### src/sv/dgn_pkg.sv
`timescale 1ns / 1ps
`default_nettype none
// Shared types, codes and constants for the damped gauge needle core.
package dgn_pkg;

    localparam int Q_FRAC   = 16;                    // Q16.16 fraction bits
    localparam int VAL_W    = 32;                    // signed Q16.16 value
    localparam int UVAL_W   = 31;                    // unsigned Q15.16 value
    localparam int PROD_W   = 64;                    // full product width
    localparam int OPA_W    = 33;                    // signed multiplicand / divisor
    localparam int S_W      = PROD_W - 1 - Q_FRAC;   // scaled amount width
    localparam int SUM_W    = 50;                    // exact sum width before saturation
    localparam int LIM_W    = 33;                    // scale + offset
    localparam int MUL_STEPS = UVAL_W;
    localparam int DIV_STEPS = VAL_W;
    localparam int CNT_W    = $clog2(DIV_STEPS);

    localparam int WRAP_DEG = 360;
    // (360 << 32) / scale reaches 2^31 exactly when scale <= 2 * 360
    localparam int WRAP_SAT_SCALE = 2 * WRAP_DEG;

    localparam logic [UVAL_W-1:0] SCALE_RESET = 31'd65536;

    typedef enum logic [2:0] {
        CMD_SET  = 3'd0,
        CMD_PUT  = 3'd1,
        CMD_INC  = 3'd2,
        CMD_DEC  = 3'd3,
        CMD_WRAP = 3'd4,
        CMD_TICK = 3'd5
    } t_cmd;

    typedef enum logic [1:0] {
        REG_SCALE    = 2'd0,
        REG_OFFSET   = 2'd1,
        REG_FRICTION = 2'd2
    } t_reg_idx;

    typedef enum logic {
        IT_MUL = 1'b0,
        IT_DIV = 1'b1
    } t_iter_mode;

    typedef struct packed {
        logic       start;
        t_iter_mode mode;
    } t_iter_cmd;

endpackage
`default_nettype wire

### src/sv/dgn_iter.sv
`timescale 1ns / 1ps
`default_nettype none
// Shared bit-serial unit: shift-add multiply and restoring divide on one 64-bit adder.
module dgn_iter
    import dgn_pkg::*;
(
    input  logic                     i_clk,
    input  logic                     i_rst_n,
    input  t_iter_cmd                i_cmd,
    input  logic signed [OPA_W-1:0]  i_opa,
    input  logic [UVAL_W-1:0]        i_opb,
    input  logic [VAL_W-1:0]         i_div_hi,
    input  logic [VAL_W-1:0]         i_div_lo,
    output logic                     o_done,
    output logic signed [PROD_W-1:0] o_product,
    output logic [VAL_W-1:0]         o_quotient
);

    t_iter_mode               r_mode, n_mode;
    logic                     r_busy, n_busy;
    logic                     r_done, n_done;
    logic [CNT_W-1:0]         r_cnt, n_cnt;
    logic [PROD_W-1:0]        r_acc, n_acc;
    logic [VAL_W-1:0]         r_q, n_q;
    logic [UVAL_W-1:0]        r_b, n_b;
    logic signed [OPA_W-1:0]  r_m, n_m;

    logic [PROD_W-1:0]        w_add_a;
    logic [PROD_W-1:0]        w_add_b;
    logic [PROD_W-1:0]        w_sum;
    logic                     w_cin;
    logic [VAL_W-1:0]         w_shift;

    // the one adder; divide uses it as a subtractor (sign bit = borrow)
    always_comb begin
        w_shift = {r_acc[VAL_W-2:0], r_q[VAL_W-1]};
        if (r_mode == IT_DIV) begin
            w_add_a = {{(PROD_W-VAL_W-1){1'b0}}, r_acc[VAL_W-1:0], r_q[VAL_W-1]};
            w_add_b = ~{{(PROD_W-UVAL_W){1'b0}}, r_m[UVAL_W-1:0]};
            w_cin   = 1'b1;
        end else begin
            w_add_a = {r_acc[PROD_W-2:0], 1'b0};
            w_add_b = r_b[UVAL_W-1] ? PROD_W'(r_m) : '0;
            w_cin   = 1'b0;
        end
        w_sum = w_add_a + w_add_b + PROD_W'(w_cin);
    end

    always_comb begin
        n_mode = r_mode;
        n_busy = r_busy;
        n_done = 1'b0;
        n_cnt  = r_cnt;
        n_acc  = r_acc;
        n_q    = r_q;
        n_b    = r_b;
        n_m    = r_m;
        if (i_cmd.start) begin
            n_mode = i_cmd.mode;
            n_busy = 1'b1;
            n_m    = i_opa;
            n_b    = i_opb;
            if (i_cmd.mode == IT_DIV) begin
                n_cnt = CNT_W'(DIV_STEPS - 1);
                n_acc = {{(PROD_W-VAL_W){1'b0}}, i_div_hi};
                n_q   = i_div_lo;
            end else begin
                n_cnt = CNT_W'(MUL_STEPS - 1);
                n_acc = '0;
            end
        end else if (r_busy) begin
            n_cnt = r_cnt - 1'b1;
            if (r_cnt == '0) begin
                n_busy = 1'b0;
                n_done = 1'b1;
            end
            if (r_mode == IT_DIV) begin
                n_acc = {{(PROD_W-VAL_W){1'b0}},
                         (w_sum[PROD_W-1] ? w_shift : w_sum[VAL_W-1:0])};
                n_q   = {r_q[VAL_W-2:0], ~w_sum[PROD_W-1]};
            end else begin
                n_acc = w_sum;
                n_b   = {r_b[UVAL_W-2:0], 1'b0};
            end
        end
    end

    always_ff @(posedge i_clk) begin
        if (!i_rst_n) begin
            r_busy <= 1'b0;
            r_done <= 1'b0;
        end else begin
            r_busy <= n_busy;
            r_done <= n_done;
        end
    end

    always_ff @(posedge i_clk) begin
        r_mode <= n_mode;
        r_cnt  <= n_cnt;
        r_acc  <= n_acc;
        r_q    <= n_q;
        r_b    <= n_b;
        r_m    <= n_m;
    end

    assign o_done     = r_done;
    assign o_product  = r_acc;
    assign o_quotient = r_q;

endmodule
`default_nettype wire

### src/sv/damped_gauge_needle_core.sv
`timescale 1ns / 1ps
`default_nettype none
// Set, put, increment and decrement run a multiply on the shared serial unit (31-step
// multiply, 32-step divide); wrap increment adds a divide unless scale <= 720; a damped
// tick runs a multiply then a divide; a jumping tick and an unused command skip the unit.
// One request at a time; the next is taken the cycle after the result is loaded, even
// while that result still waits downstream. Synchronous active-low reset:
// scale = 1.0, offset = friction = 0, needle = target = 0, no result pending.
module damped_gauge_needle_core
    import dgn_pkg::*;
(
    input  logic                    i_clk,
    input  logic                    i_rst_n,
    input  logic                    i_cfg_valid,
    output logic                    o_cfg_ready,
    input  logic [1:0]              i_cfg_index,
    input  logic [VAL_W-1:0]        i_cfg_data,
    input  logic                    i_in_valid,
    output logic                    o_in_ready,
    input  logic [2:0]              i_command,
    input  logic signed [VAL_W-1:0] i_amount,
    input  logic [UVAL_W-1:0]       i_time_step,
    output logic                    o_out_valid,
    input  logic                    i_out_ready,
    output logic signed [VAL_W-1:0] o_needle_value,
    output logic signed [VAL_W-1:0] o_target_value
);

    // Sequencer: IDLE takes a request and launches the multiply or, for a jumping tick
    // or unused code, goes to OUT; MUL waits on it (and launches a divide for tick, or for
    // wrap when scale > 720), DIV waits, SUM/ADJ/FIN add exactly, clamp, saturate, OUT hands over.
    typedef enum logic [6:0] {
        ST_IDLE = 7'b0000001,
        ST_MUL  = 7'b0000010,
        ST_DIV  = 7'b0000100,
        ST_SUM  = 7'b0001000,
        ST_ADJ  = 7'b0010000,
        ST_FIN  = 7'b0100000,
        ST_OUT  = 7'b1000000
    } t_state;

    localparam logic signed [SUM_W-1:0] SAT_HI = SUM_W'(32'sh7FFF_FFFF);
    localparam logic signed [SUM_W-1:0] SAT_LO = SUM_W'(32'sh8000_0000);

    function automatic logic signed [VAL_W-1:0] sat32(input logic signed [SUM_W-1:0] v);
        logic signed [VAL_W-1:0] res;
        if (v > SAT_HI) begin
            res = 32'sh7FFF_FFFF;
        end else if (v < SAT_LO) begin
            res = 32'sh8000_0000;
        end else begin
            res = v[VAL_W-1:0];
        end
        return res;
    endfunction

    // control and architectural state
    t_state                   r_state, n_state;
    logic [UVAL_W-1:0]        r_scale, n_scale;
    logic signed [VAL_W-1:0]  r_offset, n_offset;
    logic [UVAL_W-1:0]        r_friction, n_friction;
    logic signed [VAL_W-1:0]  r_needle, n_needle;
    logic signed [VAL_W-1:0]  r_target, n_target;
    logic                     r_out_valid, n_out_valid;

    // per-request working registers
    t_cmd                     r_cmd, n_cmd;
    logic signed [S_W-1:0]    r_s, n_s;        // floor(amount * scale) in Q31.16
    logic                     r_neg, n_neg;    // tick moves the needle down
    logic [UVAL_W-1:0]        r_q, n_q;        // tick step magnitude
    logic [UVAL_W-1:0]        r_w, n_w;        // wrap span 360 / scale
    logic signed [SUM_W-1:0]  r_t, n_t;
    logic signed [LIM_W-1:0]  r_lim, n_lim;    // scale + offset
    logic [UVAL_W-1:0]        r_wsub, n_wsub;  // span taken off on wrap, else 0
    logic signed [VAL_W-1:0]  r_out_needle, n_out_needle;
    logic signed [VAL_W-1:0]  r_out_target, n_out_target;

    // shared unit hookup
    t_iter_cmd                w_it_cmd;
    logic signed [OPA_W-1:0]  w_it_opa;
    logic [UVAL_W-1:0]        w_it_opb;
    logic [VAL_W-1:0]         w_it_hi;
    logic [VAL_W-1:0]         w_it_lo;
    logic                     w_it_done;
    logic signed [PROD_W-1:0] w_it_prod;
    logic [VAL_W-1:0]         w_it_quo;

    logic                     w_jump;
    logic [PROD_W-1:0]        w_mag;
    logic signed [SUM_W-1:0]  w_fin;

    dgn_iter u_iter (
        .i_clk      (i_clk),
        .i_rst_n    (i_rst_n),
        .i_cmd      (w_it_cmd),
        .i_opa      (w_it_opa),
        .i_opb      (w_it_opb),
        .i_div_hi   (w_it_hi),
        .i_div_lo   (w_it_lo),
        .o_done     (w_it_done),
        .o_product  (w_it_prod),
        .o_quotient (w_it_quo)
    );

    // needle snaps onto target: no damping, or step at least half the time constant
    assign w_jump = (r_friction == '0) || ({i_time_step, 1'b0} >= {1'b0, r_friction});
    assign w_mag  = w_it_prod[PROD_W-1] ? PROD_W'(-w_it_prod) : PROD_W'(w_it_prod);

    always_comb begin
        n_state      = r_state;
        n_scale      = r_scale;
        n_offset     = r_offset;
        n_friction   = r_friction;
        n_needle     = r_needle;
        n_target     = r_target;
        n_out_valid  = r_out_valid;
        n_cmd        = r_cmd;
        n_s          = r_s;
        n_neg        = r_neg;
        n_q          = r_q;
        n_w          = r_w;
        n_t          = r_t;
        n_lim        = r_lim;
        n_wsub       = r_wsub;
        n_out_needle = r_out_needle;
        n_out_target = r_out_target;
        w_it_cmd.start = 1'b0;
        w_it_cmd.mode  = IT_MUL;
        w_it_opa     = '0;
        w_it_opb     = '0;
        w_it_hi      = '0;
        w_it_lo      = '0;
        w_fin        = r_t;

        if (r_out_valid && i_out_ready) begin
            n_out_valid = 1'b0;
        end

        // config lands only while idle; unknown index is dropped
        if (i_cfg_valid && o_cfg_ready) begin
            case (i_cfg_index)
                REG_SCALE:    n_scale    = i_cfg_data[UVAL_W-1:0];
                REG_OFFSET:   n_offset   = i_cfg_data;
                REG_FRICTION: n_friction = i_cfg_data[UVAL_W-1:0];
                default: ;
            endcase
        end

        case (r_state)
            ST_IDLE: begin
                if (i_in_valid) begin
                    n_cmd = t_cmd'(i_command);
                    case (t_cmd'(i_command))
                        CMD_SET, CMD_PUT, CMD_INC, CMD_DEC, CMD_WRAP: begin
                            w_it_cmd.start = 1'b1;
                            w_it_opa       = OPA_W'(i_amount);
                            w_it_opb       = r_scale;
                            n_state        = ST_MUL;
                        end
                        CMD_TICK: begin
                            if (w_jump) begin
                                n_needle = r_target;
                                n_state  = ST_OUT;
                            end else begin
                                // signed (target - needle) * dt, magnitude taken later
                                w_it_cmd.start = 1'b1;
                                w_it_opa       = OPA_W'(r_target) - OPA_W'(r_needle);
                                w_it_opb       = i_time_step;
                                n_state        = ST_MUL;
                            end
                        end
                        default: n_state = ST_OUT;
                    endcase
                end
            end
            ST_MUL: begin
                if (w_it_done) begin
                    n_s   = w_it_prod[PROD_W-2:Q_FRAC];
                    n_neg = w_it_prod[PROD_W-1];
                    case (r_cmd)
                        CMD_TICK: begin
                            w_it_cmd.start = 1'b1;
                            w_it_cmd.mode  = IT_DIV;
                            w_it_opa       = OPA_W'(r_friction);
                            w_it_hi        = w_mag[PROD_W-1:VAL_W];
                            w_it_lo        = w_mag[VAL_W-1:0];
                            n_state        = ST_DIV;
                        end
                        CMD_WRAP: begin
                            if (r_scale <= UVAL_W'(WRAP_SAT_SCALE)) begin
                                n_w     = '1;   // span saturates (zero scale included)
                                n_state = ST_SUM;
                            end else begin
                                w_it_cmd.start = 1'b1;
                                w_it_cmd.mode  = IT_DIV;
                                w_it_opa       = OPA_W'(r_scale);
                                w_it_hi        = VAL_W'(WRAP_DEG);
                                w_it_lo        = '0;
                                n_state        = ST_DIV;
                            end
                        end
                        default: n_state = ST_SUM;
                    endcase
                end
            end
            ST_DIV: begin
                if (w_it_done) begin
                    if (r_cmd == CMD_TICK) begin
                        n_q = w_it_quo[UVAL_W-1:0];
                    end else begin
                        n_w = w_it_quo[UVAL_W-1:0];
                    end
                    n_state = ST_SUM;
                end
            end
            ST_SUM: begin
                case (r_cmd)
                    CMD_SET, CMD_PUT: n_t = SUM_W'(r_offset) + SUM_W'(r_s);
                    CMD_INC, CMD_WRAP: n_t = SUM_W'(r_target) + SUM_W'(r_s);
                    CMD_DEC: n_t = SUM_W'(r_target) - SUM_W'(r_s);
                    CMD_TICK: begin
                        if (r_neg) begin
                            n_t = SUM_W'(r_needle) - SUM_W'({1'b0, r_q});
                        end else begin
                            n_t = SUM_W'(r_needle) + SUM_W'({1'b0, r_q});
                        end
                    end
                    default: ;
                endcase
                n_lim   = LIM_W'(r_offset) + LIM_W'({1'b0, r_scale});
                n_state = ST_ADJ;
            end
            ST_ADJ: begin
                n_wsub = '0;
                case (r_cmd)
                    CMD_INC, CMD_DEC: n_t = r_t + SUM_W'(r_offset);
                    CMD_WRAP: begin
                        // target + S (before the offset) against the span
                        n_t = r_t + SUM_W'(r_offset);
                        if (r_t > SUM_W'(signed'({1'b0, r_w}))) begin
                            n_wsub = r_w;
                        end
                    end
                    default: ;
                endcase
                n_state = ST_FIN;
            end
            ST_FIN: begin
                case (r_cmd)
                    CMD_SET: n_target = sat32(r_t);
                    CMD_PUT: begin
                        n_target = sat32(r_t);
                        n_needle = sat32(r_t);
                    end
                    CMD_INC: begin
                        w_fin    = (r_t > SUM_W'(r_lim)) ? SUM_W'(r_lim) : r_t;
                        n_target = sat32(w_fin);
                    end
                    CMD_DEC: begin
                        w_fin    = r_t[SUM_W-1] ? '0 : r_t;
                        n_target = sat32(w_fin);
                    end
                    CMD_WRAP: begin
                        w_fin    = r_t - SUM_W'({1'b0, r_wsub});
                        n_target = sat32(w_fin);
                        n_needle = sat32(SUM_W'(r_needle) - SUM_W'({1'b0, r_wsub}));
                    end
                    CMD_TICK: n_needle = sat32(r_t);
                    default: ;
                endcase
                n_state = ST_OUT;
            end
            ST_OUT: begin
                if (!r_out_valid || i_out_ready) begin
                    n_out_valid  = 1'b1;
                    n_out_needle = r_needle;
                    n_out_target = r_target;
                    n_state      = ST_IDLE;
                end
            end
            default: n_state = ST_IDLE;
        endcase
    end

    always_ff @(posedge i_clk) begin
        if (!i_rst_n) begin
            r_state     <= ST_IDLE;
            r_scale     <= SCALE_RESET;
            r_offset    <= '0;
            r_friction  <= '0;
            r_needle    <= '0;
            r_target    <= '0;
            r_out_valid <= 1'b0;
        end else begin
            r_state     <= n_state;
            r_scale     <= n_scale;
            r_offset    <= n_offset;
            r_friction  <= n_friction;
            r_needle    <= n_needle;
            r_target    <= n_target;
            r_out_valid <= n_out_valid;
        end
    end

    always_ff @(posedge i_clk) begin
        r_cmd        <= n_cmd;
        r_s          <= n_s;
        r_neg        <= n_neg;
        r_q          <= n_q;
        r_w          <= n_w;
        r_t          <= n_t;
        r_lim        <= n_lim;
        r_wsub       <= n_wsub;
        r_out_needle <= n_out_needle;
        r_out_target <= n_out_target;
    end

    assign o_cfg_ready    = (r_state == ST_IDLE);
    assign o_in_ready     = (r_state == ST_IDLE);
    assign o_out_valid    = r_out_valid;
    assign o_needle_value = r_out_needle;
    assign o_target_value = r_out_target;

`ifndef SYNTHESIS
    a_busy_after_accept: assert property (@(posedge i_clk) disable iff (!i_rst_n)
        (i_in_valid && o_in_ready) |=> !o_in_ready)
        else $error("request accepted while a request is in flight");

    a_done_in_wait: assert property (@(posedge i_clk) disable iff (!i_rst_n)
        w_it_done |-> (r_state == ST_MUL || r_state == ST_DIV))
        else $error("serial unit finished outside a wait state");

    a_out_from_out_state: assert property (@(posedge i_clk) disable iff (!i_rst_n)
        $rose(o_out_valid) |-> $past(r_state == ST_OUT))
        else $error("result raised outside the hand-over state");

    a_tick_jump: assert property (@(posedge i_clk) disable iff (!i_rst_n)
        (i_in_valid && o_in_ready && i_command == CMD_TICK && r_friction == '0)
        |=> (r_needle == $past(r_target)))
        else $error("undamped tick did not snap needle to target");
`endif

endmodule
`default_nettype wire

### config.mk
export PLATFORM = sky130hd
export DESIGN_NAME = damped_gauge_needle_core
export DESIGN_NICKNAME = d
export VERILOG_FILES = /design/src/sv/dgn_pkg.sv /design/src/sv/dgn_iter.sv /design/src/sv/damped_gauge_needle_core.sv
export SDC_FILE = /design/constraint.sdc
export NUM_CORES = 2
export LEC_CHECK = 0
export CORE_UTILIZATION = 33
export CTS_BUF_LIST = sky130_fd_sc_hd__clkbuf_4
export DETAILED_ROUTE_END_ITERATION = 12
export DONT_BUFFER_PORTS = 1
export PLACE_DENSITY_LB_ADDON = 0.2
export SLEW_MARGIN = 5
export SYNTH_ARGS = -nofsm -noshare
export SYNTH_HDL_FRONTEND = slang
export SYNTH_SLANG_ARGS = --single-unit
export TNS_END_PERCENT = 30
### constraint.sdc
create_clock -name i_clk -period 6.6 [get_ports i_clk]
set_input_delay 1.32 -clock i_clk [delete_from_list [all_inputs] [get_ports i_clk]]
set_output_delay 1.32 -clock i_clk [all_outputs]
set_load 0.03 [all_outputs]
* Yosys cells after proc, flatten, opt, wreduce, memory -nomap -nowiden *
Index checks and enable logic that the tools add are counted.

word-level totals
  register bits = 625
  output and inout port bits = 67

cells by class
  $add $sub $neg = 14
  $lt $le $gt $ge = 14
  equality and inequality tests = 33
  muxes and demuxes = 90
  bitwise operators = 4
  reduce and logical (&&, ||, !) cells = 37

operators with widths
  operator                                                                         number
  32-bit two-way mux                                                               24
  64-bit two-way mux                                                               7
  31-bit two-way mux                                                               13
  50-bit by 32-bit less-than comparator with 1-bit output (second input constant)  4
  50-bit case mux with 4 select lines                                              1
  32-bit case mux with 2 select lines                                              3
  31-bit case mux with 2 select lines                                              3
  50-bit by 32-bit > comparator with 1-bit output (second input constant)          3
  50-bit two-way mux                                                               3
  33-bit case mux with 2 select lines                                              2
  32-bit case mux with 4 select lines                                              1
  50-bit case mux with 2 select lines                                              1
  32-bit by 32-bit subtractor with 33-bit output                                   3
  32-bit by 47-bit adder with 48-bit output                                        2
  32-bit by 32-bit adder with 33-bit output                                        2
  33-bit two-way mux                                                               2
  64-bit by 1-bit adder with 64-bit output                                         1
  64-bit adder                                                                     1
  64-bit negation                                                                  1
  31-bit inverter with 64-bit output                                               1
  50-bit by 32-bit adder with 50-bit output                                        1
  50-bit by 32-bit > comparator with 1-bit output                                  1
  50-bit by 33-bit > comparator with 1-bit output                                  1
  50-bit by 31-bit subtractor with 50-bit output                                   1
  52 further kinds                                                                 110

* Logic depth before layout (Yosys ltp) *
  depth in word-level cells = 8
  mapped depth = 26

* Cells and area by module *
Synthesis repeated with hierarchy kept, for this count alone.

unflattened totals
  cell total of the unflattened synthesis = 5,939
  area total of the unflattened synthesis = 51,859.7 um^2

by module, submodules not included
  module                    instances  cells an instance  area each (um^2)
  damped_gauge_needle_core  1          4,917              41,043.1
  dgn_iter                  1          1,022              10,816.6

* Worst setup path after synthesis *
Ideal clock, no wire load.

  path kind = input to register
  from = in i_time_step[14]
  to = reg u_iter.r_q[0] (netlist: u_iter.o_quotient[0]) (enable)
  setup time = 466 ps
  arrival = 5,124 ps
  setup slack = 1,011 ps
  cell stages on the path = 10
  path buffers = 0
  path through = ha_1 nand4_1 or2_2 o21ai_0 nor3_1 o31a_1 o21ai_0 a21o_1 a21oi_1 o21ai_0

between the ends
  cells in the longest elaborated chain, start to end = 8
  elaborated cells on any way between the ends = 10
  classes of those cells = 1 x order compare; 1 x eq/ne; 4 x mux; 4 x reduce/logical

ends and longest elaborated chain
  what                                                                         line                             source
  start: declaration                                                           damped_gauge_needle_core.sv:22   input logic [UVAL_W-1:0] i_time_step,
  32-bit by 31-bit greater-or-equal comparator with 1-bit output *             damped_gauge_needle_core.sv:106  assign w_jump = (r_friction == '0) || ({i_time_step, 1'b0} >= {1'b0, r_friction});
  1-bit logical OR *                                                           damped_gauge_needle_core.sv:106
  1-bit two-way mux *                                                          damped_gauge_needle_core.sv:161  if (w_jump) begin
  1-bit case mux with 2 select lines *                                         damped_gauge_needle_core.sv:153  case (t_cmd'(i_command))
  1-bit two-way mux *                                                          damped_gauge_needle_core.sv:151  if (i_in_valid) begin
  1-bit case mux with 2 select lines *                                         damped_gauge_needle_core.sv:149  case (r_state)
  2-bit != test (no source line) / 2-bit nonzero test (equally long branches)  n/a
  3-bit AND reduction (no source line) *                                       n/a
  end signal: assignment                                                       dgn_iter.sv:102                  r_q <= n_q;
  end: declaration                                                             dgn_iter.sv:24                   logic [VAL_W-1:0] r_q, n_q;

Mark *: on every way between the ends. The rest lies on a longest branch, timed or not.
A chain may end at the register's enable or synchronous reset.

* Final worst setup path *
  from = reg r_s[1]
  to = reg r_t[44], data pin

between the ends
  cells in the longest elaborated chain, start to end = 3
  elaborated cells on any way between the ends = 5
  classes of those cells = 3 x add/sub; 2 x mux

ends and longest elaborated chain
  what                                                                          line                             source
  start: declaration                                                            damped_gauge_needle_core.sv:68   logic signed [S_W-1:0] r_s, n_s;
  start signal: assignment                                                      damped_gauge_needle_core.sv:307  r_s <= n_s;
  32-bit by 47-bit subtractor with 48-bit output, or another cell as far along  damped_gauge_needle_core.sv:220  CMD_DEC: n_t = SUM_W'(r_target) - SUM_W'(r_s);
  50-bit case mux with 4 select lines *                                         damped_gauge_needle_core.sv:217  case (r_cmd)
  50-bit case mux with 2 select lines *                                         damped_gauge_needle_core.sv:149
  via n_t[44]                                                                   damped_gauge_needle_core.sv:72   logic signed [SUM_W-1:0] r_t, n_t;
  end signal: assignment                                                        damped_gauge_needle_core.sv:311  r_t <= n_t;
  end: declaration                                                              damped_gauge_needle_core.sv:72

The timed path passes the listed nets; every way through them passes the cells marked *.

==> metrics.txt <==
ANT nets after route=0; number of global-route vias before repair=between 40,000 and 50,000; asr flop ratio synth=0; outcome=finished, final reports clean; H-tree lvl count=4; Final Routed Wirelength=between 200,000 and 250,000 µm; Num CTS Buffers=approximately 180; static leakage=roughly 22 nW; Seq/Total Area, Yosys=0.3366; Pins Over Slew Limit=0; row count=143; synth unique cells=100; setup TNS=0 ns; final std cells w/o fill=8,055; # IOs=between 150 and 200; Worst Skew=0.1186 ns; P per Cell Area=~210 nW/µm²; antenna violations before repair=26; Die W=a little under 400 µm; Initial Utilization=0.3334; Critical path origin=r_s[1]$_DFFE_PP_; Chip Height=394.2 µm; layout cells sized above 1=0.08650; dpl hpwl=164,700 µm; Layout area overhead=9.454%; post-CTS setup buffer count=0; number of synthesized register bits=between 600 and 700; top_reg_cell synth=edfxtp_1; post-synth top area share=0.2703; routed vias/inst=just under 6; Crit. End Element=flop; VDD IR-drop max=about 160 µV; total gr overflow=0; clk_lat worst skew=roughly 1.2 ns; Worst Path Arrival=around 6.7 ns; placed cell count=between 7,000 and 8,000; HP Start=i_rst_n; CTS Root Cell=clkbuf_4; DRT Pass-1 Iters=6; clock slew at reported path FFs=roughly 0.07 ns; core area=approximately 150,000 µm²; Nets=6,449; first-pass GRT wire length=around 300,000 µm; unrepaired setup endpoints after global routing=false; final setup vio count=0; Max clock buf depth=3; CP startpoint kind=flop; fmax=roughly 180 MHz; routability cong.=0.9735; Final WS setup=slightly below 0.9 ns; clock tree from TritonCTS=done; Critical R2R Launch=r_s[1]$_DFFE_PP_; gr usage total=0.2594; measured slew at the worst slew-check pin=between 1 and 1.5 ns; per-cell routed wire length=about 26 µm; Mapped Cells=between 5,000 and 6,000; clk sink count=625; top fanout value on the critical path=6; Slew Limit Headroom=0.1590; largest cells by area after synthesis=edfxtp_1, ha_1, dfxtp_1; post-cts sizing count=0; Warnings, synthesis=0; largest net degree at the start of global routing=71; Post-Place Worst Slack=~0.95 ns; post-synthesis instance area=a little over 50,000 µm²; PortBufs=0; Iteration-0 DRC Markers=4,600; HP Class=in2reg; Period Utilization, post-route=0.8651; post-cts hold buffer count=0; die footprint=between 150,000 and 200,000 µm²; Remaining DRCs=0; via count=about 47,000; CP Class=reg2reg; Max Cap Viol=0; final hold violations=0; number of enable flip-flop cells after synthesis=approximately 460; Syn Area/Cell=8.734 µm²; post-synthesis net count=about 6,400; min Tclk post-route=5.709 ns; Synth area leader=edfxtp_1; post-route core utilization=0.3650; WP data required=about 7.6 ns
## final timing paths
path	endpoint	slack [ns]	cells after the start
setup / recovery	r_t[44]$_DFFE_PP_	0.89	24
hold / removal	r_scale[16]$_SDFFE_PN1P_	0.20	1
setup reg to reg	r_t[44]$_DFFE_PP_	0.89	24
hold reg to reg	u_iter.o_done$_SDFF_PP0_	0.48	2
## Yosys cell counts (51+ instances only)
cell	number
a211oi_1	65
nor2_1	335
and2_1	65
ha_1	477
clkbuf_1	200
nor3_1	121
nor2b_1	87
edfxtp_1	457
a21oi_1	586
o22ai_1	99
xnor2_1	255
nand2b_1	106
o21a_1	51
o31ai_1	52
a21o_1	199
xor2_1	204
o21ai_0	371
inv_1	283
dfxtp_1	168
a22oi_1	110
nand4_1	70
nand2_1	586
a31oi_1	51
nand3_1	101
## per-stage QoR
stage               area [µm²]  power, mW  hold slack, ns
global placement         53220      8.112          0.4767
finish                   55570      11.85          0.2033
detailed placement       53220      8.114          0.4768
global route             55530      12.43          0.1665
floorplan                50770      7.071          0.4244
CTS                      55510      11.87         0.09475
## cells by family (layout without fill, tap and decap cells)
family | Yosys count | after routing | synth area share
AOI/OAI and AO/OA | 1931 | 1931 | 0.2425
and+or+nand+nor | 1729 | 1729 | 0.1665
DFF | 625 | 625 | 0.3366
buffers and inverters | 507 | 694 | 0.03805
adders and majority gates | 487 | 487 | 0.1215
xor gates and xnor gates | 459 | 459 | 0.07918
muxes | 75 | 75 | 0.01572
other | 0 | 25 | 0
## cells in the final DEF (no fill, tap or decap), types with 101 or more instances in the layout
cell type and count:
xnor2_1 255, a21oi_1 586, nand2_1 584, o21ai_0 369
nand2b_1 106, xor2_1 204, nand3_1 101, inv_1 281
a22oi_1 109, nor3_1 118, ha_1 477, dfxtp_1 167
a21o_1 199, edfxtp_1 457, nor2_1 331, clkbuf_4 256
## critical path: stages (launching register included)
cell and delay, ns:
edfxtp_1 0.44, inv_1 0.14, ha_1 0.19, nand2_1 0.09, or4_1 0.50, nor4_1 0.25
buf_4 0.18, nand2_1 0.09, nor2_1 0.23, nand2_1 0.15, nor2_1 0.15, nand2_1 0.11
nor2_1 0.21, a21oi_1 0.11, xnor2_1 0.16, ha_1 0.36, a21oi_1 0.24, a21oi_1 0.08
or2_2 0.29, a21o_1 0.21, a21o_1 0.17, a21o_1 0.18, a221oi_1 0.44, mux2i_1 0.14
o32a_1 0.33
## cell type report
class	instances	area (µm²)
Clock buffer	256	1922
Fill cell	15590	96690
Sequential cell	625	17090
Antenna cell	25	62.56
Clock inverter	67	364.1
Multi-Input combinational cell	4681	31870
Timing Repair Buffer	86	645.6
Tap cell	2030	2540
Inverter	285	1074
## power by group
group          switching, mW  internal, mW
registers              0.478          4.55
logic                   1.90          1.20
clock network           1.83          1.90
total                   4.21          7.65
## metal layers
metal,vias up,track usage,share of wire
met5,-,0,0.00037
met4,10,0.1062,0.039
met3,339,0.04963,0.092
met2,2058,0.3681,0.41
met1,22590,0.3801,0.46
li1,21870,-,-
## flip-flops by register name, summed over array words and instances (netlist names), 33 cells and up
signal,flops
r_t,50
r_s,47
u_iter.r_m,33
r_lim,33
u_iter.o_product,64
No activity file was read; power rests on OpenSTA's default activity.
